<file path="config.mk">
export PLATFORM = sky130hd
export DESIGN_NAME = zrp_queue
export DESIGN_NICKNAME = d
export VERILOG_FILES = /design/src/design/zone_range_to_point_core_macros.svh /design/src/design/zrp_pkg.sv /design/src/design/zrp_queue.sv
export SDC_FILE = /design/constraint.sdc
export NUM_CORES = 1
export LEC_CHECK = 0
export BUFFER_PORTS_ARGS = -buffer_cell sky130_fd_sc_hd__buf_2
export CORE_AREA = 2 2 100 102
export CTS_CLUSTER_SIZE = 30
export DETAILED_ROUTE_END_ITERATION = 12
export DIE_AREA = 0 0 102 104
export GPL_TIMING_DRIVEN = 0
export PLACE_DENSITY = 0.65
export SLEW_MARGIN = 20
export SYNTH_ARGS = -nofsm -noshare
export SYNTH_HDL_FRONTEND = slang
export SYNTH_SLANG_ARGS = --single-unit
</file>
<file path="constraint.sdc">
create_clock -name clk -period 3.39 [get_ports clk]
set_input_delay 0.678 -clock clk [delete_from_list [all_inputs] [get_ports clk]]
set_output_delay 0.678 -clock clk [all_outputs]
set_load 0.01 [all_outputs]
</file>
<file path="src/design/zone_range_to_point_core_macros.svh">
// ----------------------------------------------------------------------------
// zone_range_to_point_core assertion macros
// Shared concurrent assertion forms, reset-qualified, reporting by $error.
// ----------------------------------------------------------------------------
`ifndef ZONE_RANGE_TO_POINT_CORE_MACROS_SVH
`define ZONE_RANGE_TO_POINT_CORE_MACROS_SVH

// Consequent must hold in the same cycle as the antecedent
`define ZRP_ASSERT_NOW(lbl, ck, rn, ante, cons, msg) \
  lbl: assert property (@(posedge ck) disable iff (!rn) (ante) |-> (cons)) \
    else $error(msg);

// Consequent must hold in the cycle after the antecedent
`define ZRP_ASSERT_NEXT(lbl, ck, rn, ante, cons, msg) \
  lbl: assert property (@(posedge ck) disable iff (!rn) (ante) |=> (cons)) \
    else $error(msg);

`endif

</file>
<file path="src/design/zrp_pkg.sv">
// ----------------------------------------------------------------------------
// zrp_pkg
// Shared widths, register indexes, word types and the CORDIC arctangent table.
// ----------------------------------------------------------------------------
package zrp_pkg;

  localparam int unsigned FOV_W      = 16;
  localparam int unsigned CNT_CFG_W  = 5;
  localparam int unsigned RANGE_W    = 16;
  localparam int unsigned ANGLE_W    = 16;
  localparam int unsigned COORD_W    = 32;
  localparam int unsigned CFG_IDX_W  = 2;
  localparam int unsigned CFG_DATA_W = 16;

  // Configuration register indexes
  localparam logic [CFG_IDX_W-1:0] REG_HFOV    = 2'd0;
  localparam logic [CFG_IDX_W-1:0] REG_VFOV    = 2'd1;
  localparam logic [CFG_IDX_W-1:0] REG_COLUMNS = 2'd2;
  localparam logic [CFG_IDX_W-1:0] REG_ROWS    = 2'd3;

  // Angle magnitude clamp, just below pi/2 in Q2.14
  localparam logic [ANGLE_W-1:0] ANGLE_LIMIT = 16'd25735;
  // CORDIC start vector length, Q2.30 scale / 2
  localparam logic signed [31:0] CORDIC_START = 32'sd536870912;

  typedef struct packed {
    logic [FOV_W-1:0]     fov_h;
    logic [FOV_W-1:0]     fov_v;
    logic [CNT_CFG_W-1:0] columns;
    logic [CNT_CFG_W-1:0] rows;
  } zrp_cfg_t;

  // Classified word passed from front to back
  typedef struct packed {
    logic [RANGE_W-1:0]        range_sample;
    logic signed [ANGLE_W-1:0] col_angle;
    logic signed [ANGLE_W-1:0] row_angle;
    logic                      frame_end;
  } zrp_item_t;

  // atan(2^-k) in Q2.30
  function automatic logic [31:0] atan_q30(input logic [4:0] k);
    logic [31:0] v;
    unique case (k)
      5'd0:  v = 32'h3243F6A8;
      5'd1:  v = 32'h1DAC6705;
      5'd2:  v = 32'h0FADBAFC;
      5'd3:  v = 32'h07F56EA6;
      5'd4:  v = 32'h03FEAB76;
      5'd5:  v = 32'h01FFD55B;
      5'd6:  v = 32'h00FFFAAA;
      5'd7:  v = 32'h007FFF55;
      5'd8:  v = 32'h003FFFEA;
      5'd9:  v = 32'h001FFFFD;
      5'd10: v = 32'h000FFFFF;
      5'd11: v = 32'h0007FFFF;
      5'd12: v = 32'h0003FFFF;
      5'd13: v = 32'h0001FFFF;
      5'd14: v = 32'h0000FFFF;
      5'd15: v = 32'h00007FFF;
      5'd16: v = 32'h00003FFF;
      5'd17: v = 32'h00001FFF;
      5'd18: v = 32'h00000FFF;
      5'd19: v = 32'h000007FF;
      5'd20: v = 32'h000003FF;
      5'd21: v = 32'h000001FF;
      5'd22: v = 32'h000000FF;
      5'd23: v = 32'h0000007F;
      5'd24: v = 32'h0000003F;
      5'd25: v = 32'h0000001F;
      5'd26: v = 32'h0000000F;
      5'd27: v = 32'h00000007;
      5'd28: v = 32'h00000003;
      5'd29: v = 32'h00000001;
      5'd30: v = 32'h00000000;
      5'd31: v = 32'h00000000;
    endcase
    return v;
  endfunction

endpackage

</file>
<file path="src/design/zrp_queue.sv">
// ----------------------------------------------------------------------------
// zrp_queue
// Two-entry word queue between the front and the back.
// ----------------------------------------------------------------------------
module zrp_queue (
  input  logic               clk,
  input  logic               rst_n,
  input  logic               push,
  input  zrp_pkg::zrp_item_t push_item,
  output logic               full,
  input  logic               pop,
  output zrp_pkg::zrp_item_t pop_item,
  output logic               empty
);

  localparam int unsigned DEPTH = 2;
  localparam int unsigned PTR_W = $clog2(DEPTH);
  localparam int unsigned CNT_W = $clog2(DEPTH + 1);

  zrp_pkg::zrp_item_t slot_r [DEPTH];
  logic [PTR_W-1:0]   wr_ptr_r, rd_ptr_r;
  logic [CNT_W-1:0]   count_r;

  assign full     = (count_r == CNT_W'(DEPTH));
  assign empty    = (count_r == '0);
  assign pop_item = slot_r[rd_ptr_r];

  // Advance pointers and track fill level
  always_ff @(posedge clk) begin
    if (!rst_n) begin
      wr_ptr_r <= '0;
      rd_ptr_r <= '0;
      count_r  <= '0;
    end else begin
      if (push) begin
        wr_ptr_r <= wr_ptr_r + 1'b1;
      end
      if (pop) begin
        rd_ptr_r <= rd_ptr_r + 1'b1;
      end
      unique case ({push, pop})
        2'b10:   count_r <= count_r + 1'b1;
        2'b01:   count_r <= count_r - 1'b1;
        2'b00,
        2'b11:   count_r <= count_r;
      endcase
    end
  end

  // Hold word storage
  always_ff @(posedge clk) begin
    if (push) begin
      slot_r[wr_ptr_r] <= push_item;
    end
  end

endmodule

</file>
==> flow_metrics.py, run 1 <==
metrics = {
    "yosys": {
        "yosysWarnings": 0,
        "yosys_register_bits": 103,
        "syn-num-nets": 228,
        "ys_types": 17,
        "ys_seq_area_share_pct": 81.3,
        "syn-cell-area_um2": 3740,
        "syn-mean-instance-area_um2": 21.5,
        "synth_cells": 174,
    },
    "setup_path": {
        "crit_type": "register to output port",
        "critPathMaxStageDelay_ns": 0.39,
        "setup.worst_path.end_class": "output port",
        "crit_chain": "buf_4, buf_4, mux2_2, buf_2",
        "worst-path-max-fanout": 10,
        "start_kind": "register",
        "worstPathArrival_ns": 1.66,
        "worstPathRequired_ns": 2.71,
        "crit_buf_inv": 3,
        "r2r_slack_ns": 1.97,
        "crit_top_cell": "buf_4",
        "cpMaxStageDelayCell": "dfxtp_1",
        "critical-path-top-delay-family": "buffers and inverters",
    },
    "die": {
        "initial_core_util_pct": 39.2,
        "core_area_um2": 9550,
        "dieWidth_um": 102,
        "die_h_um": 104,
        "io_pins": 104,
        "rows": 36,
        "dieArea_um2": 10600,
    },
    "cells_and_area": {
        "syn2layout_area_growth_pct": 24.6,
        "drive_above_1_share_pct": 58.6,
        "utilization_pct": 48.8,
        "final_cell_area_um2": 4660,
        "antenna_cells": 0,
        "stdcell_count": 428,
        "fin_nets": 344,
    },
    "sta": {
        "grt_setup_unrepaired": "no",
        "hold_ws_ns": 0.498,
        "fin_setup_tns_ns": 0,
        "tightest_slew_ns": 0.698,
        "slew_violations": 0,
        "relSlewSlack_pct": 53.4,
        "worst_slack_ns": 1.05,
        "max_freq_ghz": 0.428,
        "fin_crit_sh_pct": 68.9,
        "setup_violations": 0,
        "finalClockSkew_ns": 0.00734,
        "period_needed_ns": 2.34,
        "finalHoldViolations": 0,
    },
    "clock_tree": {
        "htreeDepth": 3,
        "ctsHoldBuffers": 0,
        "path_clk_slew_ns": 0.09,
        "cts_root_buf": "clkbuf_8",
        "cts_max_path_buffers": 2,
        "numCtsBuffers": 9,
        "cts_tree": "built",
        "clkSinkCount": 103,
        "postCtsSetupBuffers": 0,
        "cts_resized": 0,
        "insertion_delay_ns": 0.36,
    },
    "outcome": {
        "status": "complete, no violations",
    },
    "power": {
        "total_power_mw": 2.50,
        "p_leak_nw": 1.74,
        "ir_drop_v": 0.000242,
        "powerDensity_nw_per_um2": 536,
    },
    "grt": {
        "grt_max_degree": 50,
        "grt_pass1_vias": 1988,
        "grt_overflow_total": 0,
        "grt_usage_pct": 12.4,
        "antenna_found_initial": 0,
        "grt_pass1_wl_um": 9800,
    },
    "place": {
        "io_buffers": 103,
        "place_ws_ns": 1.39,
        "dpl_cell_area_um2": 4480,
        "gp_congestion": 0.672,
        "dp.cells": 412,
        "dp_hpwl_um": 4120,
    },
    "routing": {
        "drtIter0Drc": 51,
        "routed_wl_um": 6310,
        "drc": 0,
        "viasPerCell": 4.46,
        "wl_per_cell_um": 14.7,
        "vias": 1911,
        "ant_nets": 0,
        "dr.pass1.iters": 4,
    },
    "job": {
        "max-cap-violations": 0,
    },
    "hold_path": {
        "hold_path_class": "input port to register",
    },
}
==> cells by family after synthesis <==
family	count (synthesis)	share of synthesized area [%]
adder cells (fa/ha/maj)	1	0.334
flip-flops	103	81.3
AND/OR/NAND/NOR	9	1.44
AO/OA/AOI/OAI	3	0.535
XOR/XNOR	3	0.702
multiplexers	49	14.7
buffers and inverters	6	0.903
==> Yosys cell counts <==
library cell	number	share of area, %
a21boi_1	1	0.20
and2_1	4	0.67
and2b_2	1	0.23
buf_2	3	0.40
buf_4	2	0.40
dfxtp_1	5	2.7
edfxtp_1	98	79
ha_1	1	0.33
inv_1	1	0.10
mux2_2	49	15
nor2_1	2	0.20
nor2b_1	1	0.17
o21a_1	1	0.20
o21ai_0	1	0.13
or3_1	1	0.17
xnor2_1	2	0.47
xor2_1	1	0.23
==> power breakdown <==
part	switching (mW)	internal [mW]	total, mW	leakage (nW)
sequential	0.0181	1.47	1.48	0.961
clock	0.384	0.335	0.719	0.0861
combinational	0.146	0.148	0.294	0.689
total	0.548	1.95	2.50	1.74
==> per-layer routing <==
layer | wire [um] | GRT usage, % | vias to the layer above
li1 | - | - | 905
met3 | 406 | 3.56 | 12
met5 | 0 | 0 | -
met2 | 3140 | 20.3 | 67
met1 | 2620 | 14.6 | 927
met4 | 148 | 6.86 | 0
==> flip-flops by register name, indices dropped and copies added (netlist names), named ones only <==
signal    cells
wr_ptr_r      1
count_r       2
rd_ptr_r      1
slot_r       98
==> cells in the final DEF (no fill, tap or decap), types with 2 or more instances in the layout <==
| cell type | netlist | layout |
|---|---|---|
| and2_1 | 4 | 3 |
| edfxtp_1 | 98 | 98 |
| mux2_2 | 49 | 49 |
| buf_4 | 2 | 2 |
| buf_2 | 3 | 106 |
| clkbuf_8 | 0 | 9 |
| xnor2_1 | 2 | 2 |
| clkinv_1 | 0 | 3 |
| dfxtp_1 | 5 | 5 |
| clkbuf_1 | 0 | 2 |
==> final cells by class <==
type / instances / area, um^2
fillers: 860 / 4890
flip-flops and latches: 103 / 3040
multi-input cells: 65 / 674
repair buffers: 105 / 563
well taps: 133 / 166
clock buffers: 11 / 131
clock inverters: 5 / 48.8
plain buffers: 5 / 30.0
inverters: 1 / 3.75
==> final timing paths <==
check	from	endpoint	cells after the start
worst max register to register	wr_ptr_r	slot_r[1][11]	1
worst min register to register	count_r[1]	count_r[1]	2
worst min-delay path	push_item[42]	slot_r[1][42]	1
worst max-delay path	register	pop_item[25]	4
Note: power is estimated with default switching activity, not from simulation.
==> run 2: changes to the inputs <==
==> constraint.sdc (replaced) <==
create_clock -name clk -period 2.1 [get_ports clk]
set_input_delay 0.42 -clock clk [delete_from_list [all_inputs] [get_ports clk]]
set_output_delay 0.42 -clock clk [all_outputs]
set_load 0.01 [all_outputs]
==> flow_metrics.py, run 2 (synthesis results as in run 1) <==
metrics = {
    "cells_and_area": {
        "seq_area_um2": 3040,
        "drive_above_1_share_pct": 59.9,
        "syn2layout_area_growth_pct": 24.5,
        "fin_nets": 344,
        "antenna_cells": 0,
        "layout_commonest_cell": "buf_2",
        "layout_common_cells": "buf_2, edfxtp_1, mux2_2, clkbuf_8, dfxtp_1",
        "utilization_pct": 48.8,
        "multi_input_comb_area_um2": 674,
        "num-fill-cells": 865,
        "regMostFlops": "slot_r",
        "top_regs": "slot_r: 98 flops, count_r: 2 flops",
        "largest_reg_flops": 98,
    },
    "sta": {
        "fin_crit_sh_pct": 94.5,
        "period_needed_ns": 1.98,
        "tightest_slew_ns": 0.686,
        "grt_setup_unrepaired": "no",
        "max_freq_ghz": 0.504,
        "relSlewSlack_pct": 54.3,
        "finalClockSkew_ns": 0.0111,
        "fin_setup_tns_ns": 0,
        "finalHoldViolations": 0,
        "setup_violations": 0,
        "worst_slack_ns": 0.115,
        "hold_ws_ns": 0.243,
        "slew_violations": 0,
    },
    "routing": {
        "drc": 0,
        "dr.pass1.iters": 4,
        "ant_nets": 0,
        "vias": 1944,
        "wl_per_cell_um": 14.8,
        "drtIter0Drc": 46,
        "viasPerCell": 4.55,
        "routed_wl_um": 6320,
    },
    "setup_path": {
        "critPathMaxStageDelay_ns": 0.36,
        "reg2reg_depth": 1,
        "worstPathArrival_ns": 1.56,
        "crit_type": "register to output port",
        "crit_chain": "buf_6, buf_4, mux2_2, buf_2",
        "cpMaxStageDelayCell": "dfxtp_2",
        "start_kind": "register",
        "critical-path-top-delay-family": "buffers and inverters",
        "setup.worst_path.end_class": "output port",
        "worst-path-max-fanout": 10,
        "crit_buf_inv": 3,
        "crit_cells": 4,
        "r2r_end": "slot_r[1][29]",
        "worstPathRequired_ns": 1.68,
        "r2r-start": "wr_ptr_r",
        "r2r_slack_ns": 0.70,
    },
    "hold_path": {
        "whs_endpoint": "slot_r[1][34]",
        "hold_path_class": "input port to register",
        "hold-path-cell-count": 1,
        "worstHoldStart": "push_item[34]",
    },
    "clock_tree": {
        "ctsHoldBuffers": 0,
        "htreeDepth": 3,
        "cts_max_path_buffers": 2,
        "cts_tree": "built",
        "numCtsBuffers": 9,
        "clkSinkCount": 103,
        "cts_root_buf": "clkbuf_8",
        "insertion_delay_ns": 0.36,
        "path_clk_slew_ns": 0.10,
    },
    "die": {
        "core_area_um2": 9550,
        "io_pins": 104,
        "initial_core_util_pct": 39.2,
        "dieWidth_um": 102,
        "die_h_um": 104,
        "dieArea_um2": 10600,
        "rows": 36,
    },
    "place": {
        "dp_hpwl_um": 4210,
        "io_buffers": 103,
        "place_ws_ns": 0.377,
        "gp_congestion": 0.661,
    },
    "power": {
        "p_leak_nw": 1.73,
        "combPwrFrac_pct": 12.2,
        "seqPwrFrac_pct": 60.9,
        "switching_share_pct": 22.9,
        "ir_drop_v": 0.000307,
        "powerDensity_nw_per_um2": 845,
        "net-switching-power_mw": 0.900,
        "power_frac_clock_pct": 26.9,
        "intPower_mw": 3.03,
    },
    "grt": {
        "grt_pass1_wl_um": 9810,
        "grt_pass1_vias": 2006,
        "antenna_found_initial": 0,
        "grt_usage_pct": 12.3,
        "grt_max_degree": 50,
        "grt_overflow_total": 0,
    },
    "outcome": {
        "status": "complete, no violations",
    },
    "job": {
        "max-cap-violations": 0,
    },
}
==> run 2: worst max-delay path by stage <==
| stage | startpoint | slack (ns) | end |
|---|---|---|---|
| after floorplan | push | 0.1 | slot_r[1][0] |
| after global placement | push | -0.72 | slot_r[1][31] |
| after detailed placement | register | 0.38 | pop_item[25] |
| after CTS | register | 0.006 | pop_item[31] |
| after global routing | register | 0.009 | pop_item[31] |
| final | register | 0.12 | pop_item[31] |
==> run 2: final cells by class <==
cell class / instances / share of cell area, %
inverter: 1 / 0.0806
buffer: 5 / 0.725
tap: 133 / 3.57
clock buffer: 10 / 2.74
timing repair buffer: 105 / 12.3
sequential: 103 / 65.4
multi-input combinational: 65 / 14.5
clock inverter: 5 / 0.779
==> run 2: routing by layer <==
layer | share of wire [%] | GRT usage, %
met5 | 0 | 0
met4 | 1.3 | 4.29
met3 | 6.9 | 4.64
met2 | 51 | 20.2
met1 | 41 | 14.6
==> run 2: power by group through the flow <==
stage	Clock (mW)	Combinational, mW	Sequential [mW]
2_1_floorplan	0	0.271	2.44
6_report	1.06	0.480	2.40
3_5_place_dp	0	0.491	2.44
5_1_grt	1.19	0.524	2.41
3_3_place_gp	0	0.461	2.44
4_1_cts	1.11	0.494	2.40
==> run 2: per-stage QoR <==
stage / total power [mW] / instance area [um^2] / cells
finish: 3.93 / 4660 / 427
global route: 4.12 / 4660 / 427
CTS: 4.00 / 4660 / 427
detailed placement: 2.93 / 4490 / 412
global placement: 2.90 / 4430 / 410
floorplan: 2.71 / 3750 / 174
==> run 2: repair_timing <==
item / CTS / global route
setup endpoints to repair: 10 / 10
resized for setup: 1 / 1
gates cloned: 0 / 0
setup buffers: 0 / 0
