--- src/design/zone_range_to_point_core_macros.svh ---
// ----------------------------------------------------------------------------
// zone_range_to_point_core assertion macros
// Shared concurrent assertion forms, reset-qualified, reporting by $error.
// ----------------------------------------------------------------------------
`ifndef ZONE_RANGE_TO_POINT_CORE_MACROS_SVH
`define ZONE_RANGE_TO_POINT_CORE_MACROS_SVH

// Consequent must hold in the same cycle as the antecedent
`define ZRP_ASSERT_NOW(lbl, ck, rn, ante, cons, msg) \
  lbl: assert property (@(posedge ck) disable iff (!rn) (ante) |-> (cons)) \
    else $error(msg);

// Consequent must hold in the cycle after the antecedent
`define ZRP_ASSERT_NEXT(lbl, ck, rn, ante, cons, msg) \
  lbl: assert property (@(posedge ck) disable iff (!rn) (ante) |=> (cons)) \
    else $error(msg);

`endif

--- src/design/zrp_pkg.sv ---
// ----------------------------------------------------------------------------
// zrp_pkg
// Shared widths, register indexes, word types and the CORDIC arctangent table.
// ----------------------------------------------------------------------------
package zrp_pkg;

  localparam int unsigned FOV_W      = 16;
  localparam int unsigned CNT_CFG_W  = 5;
  localparam int unsigned RANGE_W    = 16;
  localparam int unsigned ANGLE_W    = 16;
  localparam int unsigned COORD_W    = 32;
  localparam int unsigned CFG_IDX_W  = 2;
  localparam int unsigned CFG_DATA_W = 16;

  // Configuration register indexes
  localparam logic [CFG_IDX_W-1:0] REG_HFOV    = 2'd0;
  localparam logic [CFG_IDX_W-1:0] REG_VFOV    = 2'd1;
  localparam logic [CFG_IDX_W-1:0] REG_COLUMNS = 2'd2;
  localparam logic [CFG_IDX_W-1:0] REG_ROWS    = 2'd3;

  // Angle magnitude clamp, just below pi/2 in Q2.14
  localparam logic [ANGLE_W-1:0] ANGLE_LIMIT = 16'd25735;
  // CORDIC start vector length, Q2.30 scale / 2
  localparam logic signed [31:0] CORDIC_START = 32'sd536870912;

  typedef struct packed {
    logic [FOV_W-1:0]     fov_h;
    logic [FOV_W-1:0]     fov_v;
    logic [CNT_CFG_W-1:0] columns;
    logic [CNT_CFG_W-1:0] rows;
  } zrp_cfg_t;

  // Classified word passed from front to back
  typedef struct packed {
    logic [RANGE_W-1:0]        range_sample;
    logic signed [ANGLE_W-1:0] col_angle;
    logic signed [ANGLE_W-1:0] row_angle;
    logic                      frame_end;
  } zrp_item_t;

  // atan(2^-k) in Q2.30
  function automatic logic [31:0] atan_q30(input logic [4:0] k);
    logic [31:0] v;
    unique case (k)
      5'd0:  v = 32'h3243F6A8;
      5'd1:  v = 32'h1DAC6705;
      5'd2:  v = 32'h0FADBAFC;
      5'd3:  v = 32'h07F56EA6;
      5'd4:  v = 32'h03FEAB76;
      5'd5:  v = 32'h01FFD55B;
      5'd6:  v = 32'h00FFFAAA;
      5'd7:  v = 32'h007FFF55;
      5'd8:  v = 32'h003FFFEA;
      5'd9:  v = 32'h001FFFFD;
      5'd10: v = 32'h000FFFFF;
      5'd11: v = 32'h0007FFFF;
      5'd12: v = 32'h0003FFFF;
      5'd13: v = 32'h0001FFFF;
      5'd14: v = 32'h0000FFFF;
      5'd15: v = 32'h00007FFF;
      5'd16: v = 32'h00003FFF;
      5'd17: v = 32'h00001FFF;
      5'd18: v = 32'h00000FFF;
      5'd19: v = 32'h000007FF;
      5'd20: v = 32'h000003FF;
      5'd21: v = 32'h000001FF;
      5'd22: v = 32'h000000FF;
      5'd23: v = 32'h0000007F;
      5'd24: v = 32'h0000003F;
      5'd25: v = 32'h0000001F;
      5'd26: v = 32'h0000000F;
      5'd27: v = 32'h00000007;
      5'd28: v = 32'h00000003;
      5'd29: v = 32'h00000001;
      5'd30: v = 32'h00000000;
      5'd31: v = 32'h00000000;
    endcase
    return v;
  endfunction

endpackage

--- src/design/zrp_udiv.sv ---
// ----------------------------------------------------------------------------
// zrp_udiv
// Restoring unsigned divider, one quotient bit per cycle, done pulse at end.
// ----------------------------------------------------------------------------
module zrp_udiv #(
  parameter int unsigned NUM_W = 47,
  parameter int unsigned DEN_W = 31
) (
  input  logic             clk,
  input  logic             rst_n,
  input  logic             start,
  input  logic [NUM_W-1:0] dividend,
  input  logic [DEN_W-1:0] divisor,
  output logic             done,
  output logic [NUM_W-1:0] quotient
);

  localparam int unsigned CNT_W = $clog2(NUM_W + 1);

  logic [NUM_W-1:0] quo_r, quo_nxt;
  logic [DEN_W-1:0] rem_r, rem_nxt;
  logic [DEN_W-1:0] den_r;
  logic [CNT_W-1:0] cnt_r, cnt_nxt;
  logic             busy_r, busy_nxt;
  logic             done_r, done_nxt;
  logic [DEN_W:0]   trial;
  logic             fits;

  // Shift in the next dividend bit and try a subtract
  always_comb begin
    trial    = {rem_r, quo_r[NUM_W-1]};
    fits     = (trial >= {1'b0, den_r});
    quo_nxt  = quo_r;
    rem_nxt  = rem_r;
    cnt_nxt  = cnt_r;
    busy_nxt = busy_r;
    done_nxt = 1'b0;
    if (start) begin
      quo_nxt  = dividend;
      rem_nxt  = '0;
      cnt_nxt  = CNT_W'(NUM_W);
      busy_nxt = 1'b1;
    end else if (busy_r) begin
      rem_nxt = fits ? DEN_W'(trial - {1'b0, den_r}) : trial[DEN_W-1:0];
      quo_nxt = {quo_r[NUM_W-2:0], fits};
      cnt_nxt = cnt_r - 1'b1;
      if (cnt_r == CNT_W'(1)) begin
        busy_nxt = 1'b0;
        done_nxt = 1'b1;
      end
    end
  end

  always_ff @(posedge clk) begin
    if (!rst_n) begin
      busy_r <= 1'b0;
      done_r <= 1'b0;
      cnt_r  <= '0;
    end else begin
      busy_r <= busy_nxt;
      done_r <= done_nxt;
      cnt_r  <= cnt_nxt;
    end
  end

  // Datapath, no reset
  always_ff @(posedge clk) begin
    quo_r <= quo_nxt;
    rem_r <= rem_nxt;
    if (start) begin
      den_r <= divisor;
    end
  end

  assign done     = done_r;
  assign quotient = quo_r;

endmodule

--- src/design/zrp_back.sv ---
// ----------------------------------------------------------------------------
// zrp_back
// Two CORDIC lanes (column and row) give sin/cos, then range*sin is divided
// by cos, saturated and placed in the output register.
// ----------------------------------------------------------------------------
module zrp_back #(
  parameter int unsigned CORDIC_STEPS = 16
) (
  input  logic                                clk,
  input  logic                                rst_n,
  input  logic                                q_empty,
  output logic                                q_pop,
  input  zrp_pkg::zrp_item_t                  q_pop_item,
  output logic                                out_valid,
  input  logic                                out_ready,
  output logic [zrp_pkg::RANGE_W-1:0]         out_point_x,
  output logic signed [zrp_pkg::COORD_W-1:0]  out_point_y,
  output logic signed [zrp_pkg::COORD_W-1:0]  out_point_z,
  output logic                                out_frame_end
);

  localparam int unsigned KW    = $clog2(CORDIC_STEPS);
  localparam int unsigned VEC_W = 32;
  localparam int unsigned XD_W  = VEC_W - 1;
  localparam int unsigned MAG_W = zrp_pkg::RANGE_W + XD_W;
  localparam int unsigned Z_W   = 34;
  localparam int unsigned LANES = 2;

  typedef enum logic [2:0] {B_IDLE, B_ROT, B_MUL, B_START, B_DIV, B_OUT} state_t;

  state_t                      state_r, state_nxt;
  logic [KW-1:0]               k_r, k_nxt;
  logic [zrp_pkg::RANGE_W-1:0] range_r, range_nxt;
  logic                        last_r, last_nxt;
  logic signed [VEC_W-1:0]     x_r [LANES], x_nxt [LANES];
  logic signed [VEC_W-1:0]     y_r [LANES], y_nxt [LANES];
  logic signed [Z_W-1:0]       z_r [LANES], z_nxt [LANES];
  logic [MAG_W-1:0]            mag_r [LANES], mag_nxt [LANES];
  logic [XD_W-1:0]             den_r [LANES], den_nxt [LANES];
  logic                        neg_r [LANES], neg_nxt [LANES];

  logic                        out_valid_r, out_valid_nxt;
  logic [zrp_pkg::RANGE_W-1:0] out_x_r, out_x_nxt;
  logic [zrp_pkg::COORD_W-1:0] out_y_r, out_y_nxt, out_z_r, out_z_nxt;
  logic                        out_end_r, out_end_nxt;

  logic signed [zrp_pkg::ANGLE_W-1:0] lane_angle [LANES];
  logic signed [VEC_W-1:0]            dx [LANES], dy [LANES];
  logic [XD_W-1:0]                    ymag [LANES], xden [LANES];
  logic                               ypos [LANES];
  logic signed [Z_W-1:0]              atan_k;
  logic                               div_start;
  logic                               div_done [LANES];
  logic [MAG_W-1:0]                   quo [LANES];

  // Truncated quotient magnitude to saturated signed 32-bit result
  function automatic logic [zrp_pkg::COORD_W-1:0] saturate(input logic [MAG_W-1:0] m,
                                                           input logic neg);
    logic big;
    big = |m[MAG_W-1:zrp_pkg::COORD_W-1];
    if (neg) begin
      return big ? {1'b1, {(zrp_pkg::COORD_W-1){1'b0}}} : (~m[zrp_pkg::COORD_W-1:0] + 1'b1);
    end
    return big ? {1'b0, {(zrp_pkg::COORD_W-1){1'b1}}} : m[zrp_pkg::COORD_W-1:0];
  endfunction

  assign lane_angle[0] = q_pop_item.col_angle;
  assign lane_angle[1] = q_pop_item.row_angle;

  // Per-lane shift terms and post-rotation operands
  always_comb begin
    atan_k = $signed({2'b00, zrp_pkg::atan_q30(5'(k_r))});
    for (int i = 0; i < LANES; i++) begin
      dx[i]   = y_r[i] >>> k_r;
      dy[i]   = x_r[i] >>> k_r;
      ymag[i] = y_r[i][VEC_W-1] ? XD_W'(-y_r[i]) : XD_W'(y_r[i]);
      xden[i] = (x_r[i] > 0) ? x_r[i][XD_W-1:0] : XD_W'(1);
      ypos[i] = (y_r[i] > 0);
    end
  end

  always_comb begin
    state_nxt     = state_r;
    k_nxt         = k_r;
    range_nxt     = range_r;
    last_nxt      = last_r;
    out_valid_nxt = out_valid_r;
    out_x_nxt     = out_x_r;
    out_y_nxt     = out_y_r;
    out_z_nxt     = out_z_r;
    out_end_nxt   = out_end_r;
    q_pop         = 1'b0;
    div_start     = 1'b0;
    for (int i = 0; i < LANES; i++) begin
      x_nxt[i]   = x_r[i];
      y_nxt[i]   = y_r[i];
      z_nxt[i]   = z_r[i];
      mag_nxt[i] = mag_r[i];
      den_nxt[i] = den_r[i];
      neg_nxt[i] = neg_r[i];
    end
    // Drop the output word once taken
    if (out_valid_r && out_ready) begin
      out_valid_nxt = 1'b0;
    end
    unique case (state_r)
      B_IDLE: begin
        if (!q_empty) begin
          q_pop     = 1'b1;
          range_nxt = q_pop_item.range_sample;
          last_nxt  = q_pop_item.frame_end;
          for (int i = 0; i < LANES; i++) begin
            x_nxt[i] = zrp_pkg::CORDIC_START;
            y_nxt[i] = '0;
            z_nxt[i] = $signed({{2{lane_angle[i][zrp_pkg::ANGLE_W-1]}}, lane_angle[i], 16'h0000});
          end
          k_nxt     = '0;
          state_nxt = B_ROT;
        end
      end
      B_ROT: begin
        // One micro-rotation per cycle
        for (int i = 0; i < LANES; i++) begin
          if (z_r[i] >= 0) begin
            x_nxt[i] = x_r[i] - dx[i];
            y_nxt[i] = y_r[i] + dy[i];
            z_nxt[i] = z_r[i] - atan_k;
          end else begin
            x_nxt[i] = x_r[i] + dx[i];
            y_nxt[i] = y_r[i] - dy[i];
            z_nxt[i] = z_r[i] + atan_k;
          end
        end
        k_nxt = k_r + 1'b1;
        if (k_r == KW'(CORDIC_STEPS - 1)) begin
          state_nxt = B_MUL;
        end
      end
      B_MUL: begin
        for (int i = 0; i < LANES; i++) begin
          mag_nxt[i] = MAG_W'(range_r) * MAG_W'(ymag[i]);
          den_nxt[i] = xden[i];
          neg_nxt[i] = ypos[i];
        end
        state_nxt = B_START;
      end
      B_START: begin
        div_start = 1'b1;
        state_nxt = B_DIV;
      end
      B_DIV: begin
        if (div_done[0] && div_done[1]) begin
          state_nxt = B_OUT;
        end
      end
      B_OUT: begin
        // Load the output register once it is free
        if (!out_valid_r || out_ready) begin
          out_x_nxt     = range_r;
          out_y_nxt     = saturate(quo[0], neg_r[0]);
          out_z_nxt     = saturate(quo[1], neg_r[1]);
          out_end_nxt   = last_r;
          out_valid_nxt = 1'b1;
          state_nxt     = B_IDLE;
        end
      end
    endcase
  end

  always_ff @(posedge clk) begin
    if (!rst_n) begin
      state_r     <= B_IDLE;
      out_valid_r <= 1'b0;
    end else begin
      state_r     <= state_nxt;
      out_valid_r <= out_valid_nxt;
    end
  end

  // Datapath and output payload, no reset
  always_ff @(posedge clk) begin
    k_r       <= k_nxt;
    range_r   <= range_nxt;
    last_r    <= last_nxt;
    out_x_r   <= out_x_nxt;
    out_y_r   <= out_y_nxt;
    out_z_r   <= out_z_nxt;
    out_end_r <= out_end_nxt;
    for (int i = 0; i < LANES; i++) begin
      x_r[i]   <= x_nxt[i];
      y_r[i]   <= y_nxt[i];
      z_r[i]   <= z_nxt[i];
      mag_r[i] <= mag_nxt[i];
      den_r[i] <= den_nxt[i];
      neg_r[i] <= neg_nxt[i];
    end
  end

  for (genvar g = 0; g < LANES; g++) begin : g_div
    zrp_udiv #(
      .NUM_W (MAG_W),
      .DEN_W (XD_W)
    ) u_div (
      .clk      (clk),
      .rst_n    (rst_n),
      .start    (div_start),
      .dividend (mag_r[g]),
      .divisor  (den_r[g]),
      .done     (div_done[g]),
      .quotient (quo[g])
    );
  end

  assign out_valid     = out_valid_r;
  assign out_point_x   = out_x_r;
  assign out_point_y   = $signed(out_y_r);
  assign out_point_z   = $signed(out_z_r);
  assign out_frame_end = out_end_r;

endmodule

--- config.mk ---
export PLATFORM = sky130hd
export DESIGN_NAME = zrp_back
export DESIGN_NICKNAME = d
export VERILOG_FILES = /design/src/design/zone_range_to_point_core_macros.svh /design/src/design/zrp_pkg.sv /design/src/design/zrp_udiv.sv /design/src/design/zrp_back.sv
export SDC_FILE = /design/constraint.sdc
export NUM_CORES = 2
export LEC_CHECK = 0
export BUFFER_PORTS_ARGS = -buffer_cell sky130_fd_sc_hd__buf_2
export CELL_PAD_IN_SITES_DETAIL_PLACEMENT = 0
export CELL_PAD_IN_SITES_GLOBAL_PLACEMENT = 1
export CORE_MARGIN = 2
export CORE_UTILIZATION = 47
export DETAILED_ROUTE_END_ITERATION = 16
export PLACE_DENSITY_LB_ADDON = 0.1
export SETUP_SLACK_MARGIN = 0.1
export SLEW_MARGIN = 20
export SYNTH_ARGS = -nofsm -noshare
export SYNTH_HDL_FRONTEND = slang
export SYNTH_HIERARCHICAL = 1
export SYNTH_SLANG_ARGS = --single-unit
--- constraint.sdc ---
create_clock -name clk -period 24 [get_ports clk]
set_input_delay 0 -clock clk [delete_from_list [all_inputs] [get_ports clk]]
set_output_delay 0 -clock clk [all_outputs]
set_load 0.1 [all_outputs]
==> summary.txt <==
Status
  • Status: completed

Logic synthesis
  • Asr flop ratio synth: 0%
  • Mapped Cells: 8655
  • Register area share after synthesis: 25.1%
  • Syn avg cell area: 9.50 um^2
  • EDFF count, synth: 612
  • Distinct cell type count after synthesis: 99
  • Mapped cell area: 82200 um^2
  • Flops & latches, synth: 723
  • Main synth FF type: edfxtp_1
  • Syn nets: 10000
  • YS warnings: 6

Global route
  • Routing usage on met3: 3.36%
  • First-pass GRT wire length: 367000 um
  • Largest net degree at the start of global routing: 128
  • Gr usage total: 26.0%
  • GRT busiest layer: met2
  • Vias in the first global route: 63900
  • Congestion Overflow GR: 0
  • Antenna violations before repair: 9
  • Met1 Use GR: 36.7%
  • Met2 usage: 42.2%

Timing
  • Final setup violation count: 0
  • RSZ-0062 raised after global routing: false
  • Pins Over Slew Limit: 0
  • Fin crit period: 9.87 ns
  • Max Freq: 101 MHz
  • Final Hold Vio Count: 0
  • Final Cycle Share: 41.1%
  • Final WS setup: 14.13 ns
  • Relative slew slack: 15.9%
  • Least-Margin Pin Slew: 1.25 ns
  • Fin Clk Skew: 0.0771 ns
  • Setup TNS: 0 ns

Clock tree
  • Total clock buffers created by CTS: 92
  • TritonCTS clock tree: built
  • H-tree depth: 3
  • Setup Buffers After CTS: 0
  • Worst-skew pair later-pin latency: 0.76 ns
  • Clock buffer depth: 3
  • Clk slew on worst S/H paths: 0.06 ns
  • Root Driver: clkbuf_16
  • CTS Sinks: 723
  • CTS Hold Buffers Added: 69
  • Resize count post-CTS: 0

Floorplanning
  • Die H: 422 um
  • Number of core rows: 153
  • IO Count: 136
  • Core region area: 174000 um^2
  • Die Span X: 422 um
  • Starting Density: 47.3%
  • Die area: 178000 um^2

Worst setup path
  • Crit-path max FO: 16
  • CP endpoint: mag_r[0][42]
  • Setup slack, reg-to-reg: 14.13 ns
  • Crit-path most repeated cell: fa_1
  • CP Data Arrival Time: 10.34 ns
  • Reg-to-Reg End: mag_r[0][42]
  • Worst setup EP type: flip-flop
  • CP max stage delay: 0.64 ns
  • CP required: 24.47 ns
  • CP max-delay cell: nor3_1
  • RR Startpoint: y_r[0][4]
  • Setup crit start: y_r[0][4]
  • Crit path kind: reg2reg
  • Depth of the worst register-to-register path: 29
  • CP Launch Type: flip-flop

Cells and area
  • Proportion of layout cells with a drive suffix above 1: 8.91%
  • Most frequent cells in the layout: 1096 x nand2_1, 1035 x inv_1, 816 x fa_1, 612 x edfxtp_1, 512 x ha_1
  • Commonest non-fill, non-tap cell in the layout: nand2_1
  • Area growth, synth to finish: 8.28%
  • Final Non-Filler Cells: 11100
  • Post-route core utilization: 51.2%
  • Nets: 10000

Placed design
  • Dpl hpwl: 171000 um
  • Placed insts: 10800
  • Port Buffer Count: 135
  • Pre-CTS WS: 14.21 ns
  • Gpl congestion: 0.919

Drt
  • Drt total wl: 231000 um
  • Vias: 62700
  • Initial DRC Count: 4609
  • Detail Route Antenna Nets: 0
  • Detailed-route DRC error count: 0
  • Wire length per cell: 20.9 um
  • Via density: 5.67
  • DRT Pass-1 Iters: 5

Flow run
  • Max Cap Viol: 0

Hold path
  • Hold_sp: q_pop_item[2]
  • Hold Crit Depth: 4
  • Hold Path Class: in2reg
[worst min-delay path by stage]
stage	end	slack [ns]
after floorplan	last_r	0.1
after global placement	range_r[14]	0.18
after detailed placement	range_r[14]	0.18
after CTS	z_r[0][51]	0.007
after global routing	z_r[0][51]	0.07
final	z_r[0][51]	0.06
[routing by layer]
metal	wire (um)	part of all wire, %	vias to the layer above
li1	-	-	29300
met1	104000	45	31500
met2	108000	47	1654
met3	13100	5.7	310
met4	5510	2.4	2
met5	13	0.0056	-
[critical path: cells and delay by family (launching register included)]
family | cells | cell delay, ns
and+or+nand+nor | 10 | 3.91
adders and majority gates | 7 | 3.40
AOI/OAI and AO/OA | 6 | 1.16
DFF | 1 | 0.54
buffers and inverters | 4 | 0.40
xor gates and xnor gates | 2 | 0.21
[area by class of cell]
cell class,count,area (um^2)
clock buffers,108,2440
fillers,16300,84800
clock inverters,63,741
inverters,1045,3930
repair buffers,341,2410
well taps,2325,2910
flip-flops and latches,723,20600
diodes,4,10.0
multi-input cells,6452,56000
[cell families (layout without fill, tap and decap cells)]
logic type | Yosys count | in the layout | share of synthesized area (%)
simple gates | 2747 | 2747 | 16.0
buf+inv | 1480 | 1557 | 6.92
compound gates | 1451 | 1451 | 11.5
fa+ha+maj | 1328 | 1328 | 27.7
flops | 723 | 723 | 25.1
xor+xnor | 553 | 553 | 5.89
mux | 373 | 373 | 7.01
other cells | 0 | 4 | 0
[synth_stat cells, types with 16 or more instances]
| cell | instances | area, um^2 |
|---|---|---|
| mux2_2 | 139 | 1570 |
| a211oi_1 | 38 | 285 |
| mux4_2 | 148 | 3330 |
| o31ai_1 | 64 | 480 |
| or2_2 | 16 | 100 |
| nand3_1 | 96 | 480 |
| nand2b_1 | 64 | 400 |
| nor3b_1 | 27 | 203 |
| a21oi_1 | 382 | 1910 |
| buf_1 | 35 | 131 |
| or3_1 | 51 | 319 |
| mux2i_1 | 81 | 811 |
| o41ai_1 | 30 | 263 |
| a31oi_1 | 51 | 319 |
| nor2_1 | 494 | 1850 |
| nor3_1 | 104 | 521 |
| or4_1 | 29 | 218 |
| a21boi_0 | 19 | 143 |
| o21bai_1 | 45 | 338 |
| a311oi_1 | 48 | 420 |
| o21ai_0 | 303 | 1520 |
| o211ai_1 | 38 | 285 |
| xor2_1 | 231 | 2020 |
| nand2_1 | 1097 | 4120 |
| dfxtp_1 | 111 | 2220 |
| o21a_1 | 67 | 503 |
| and2_1 | 492 | 3080 |
| o21ai_1 | 18 | 90.1 |
| nor4_1 | 38 | 238 |
| nor2b_1 | 80 | 500 |
| ha_1 | 512 | 6410 |
| edfxtp_1 | 612 | 18400 |
| a21o_1 | 170 | 1280 |
| fa_1 | 816 | 16300 |
| o22ai_1 | 29 | 181 |
| nand4_1 | 50 | 313 |
| clkbuf_1 | 352 | 1320 |
| and3_1 | 53 | 332 |
| buf_2 | 29 | 145 |
| inv_1 | 1039 | 3900 |
| xnor2_1 | 322 | 2820 |
[stage by stage]
| step | hold slack (ns) | area (um^2) |
|---|---|---|
| after detailed placement | 0.178 | 85100 |
| after floorplan | 0.0989 | 82200 |
| after CTS | 0.00709 | 89000 |
| after global routing | 0.0656 | 89000 |
| final | 0.0649 | 89000 |
| after global placement | 0.176 | 85100 |
[flip-flops by register name (all words and copies together) (netlist names), 3 cells and up]
signal	cells
range_r	16
z_r	68
out_point_z	32
g_div.u_div/quotient	94
out_point_x	16
y_r	64
den_r	62
k_r	4
g_div.u_div/den_r	62
g_div.u_div/cnt_r	12
g_div.u_div/rem_r	62
state_r	3
x_r	64
mag_r	94
atan_k	29
out_point_y	32
Power is not shown: default switching activity piles up to over one toggle a cycle in this logic, so the estimate is an artifact.
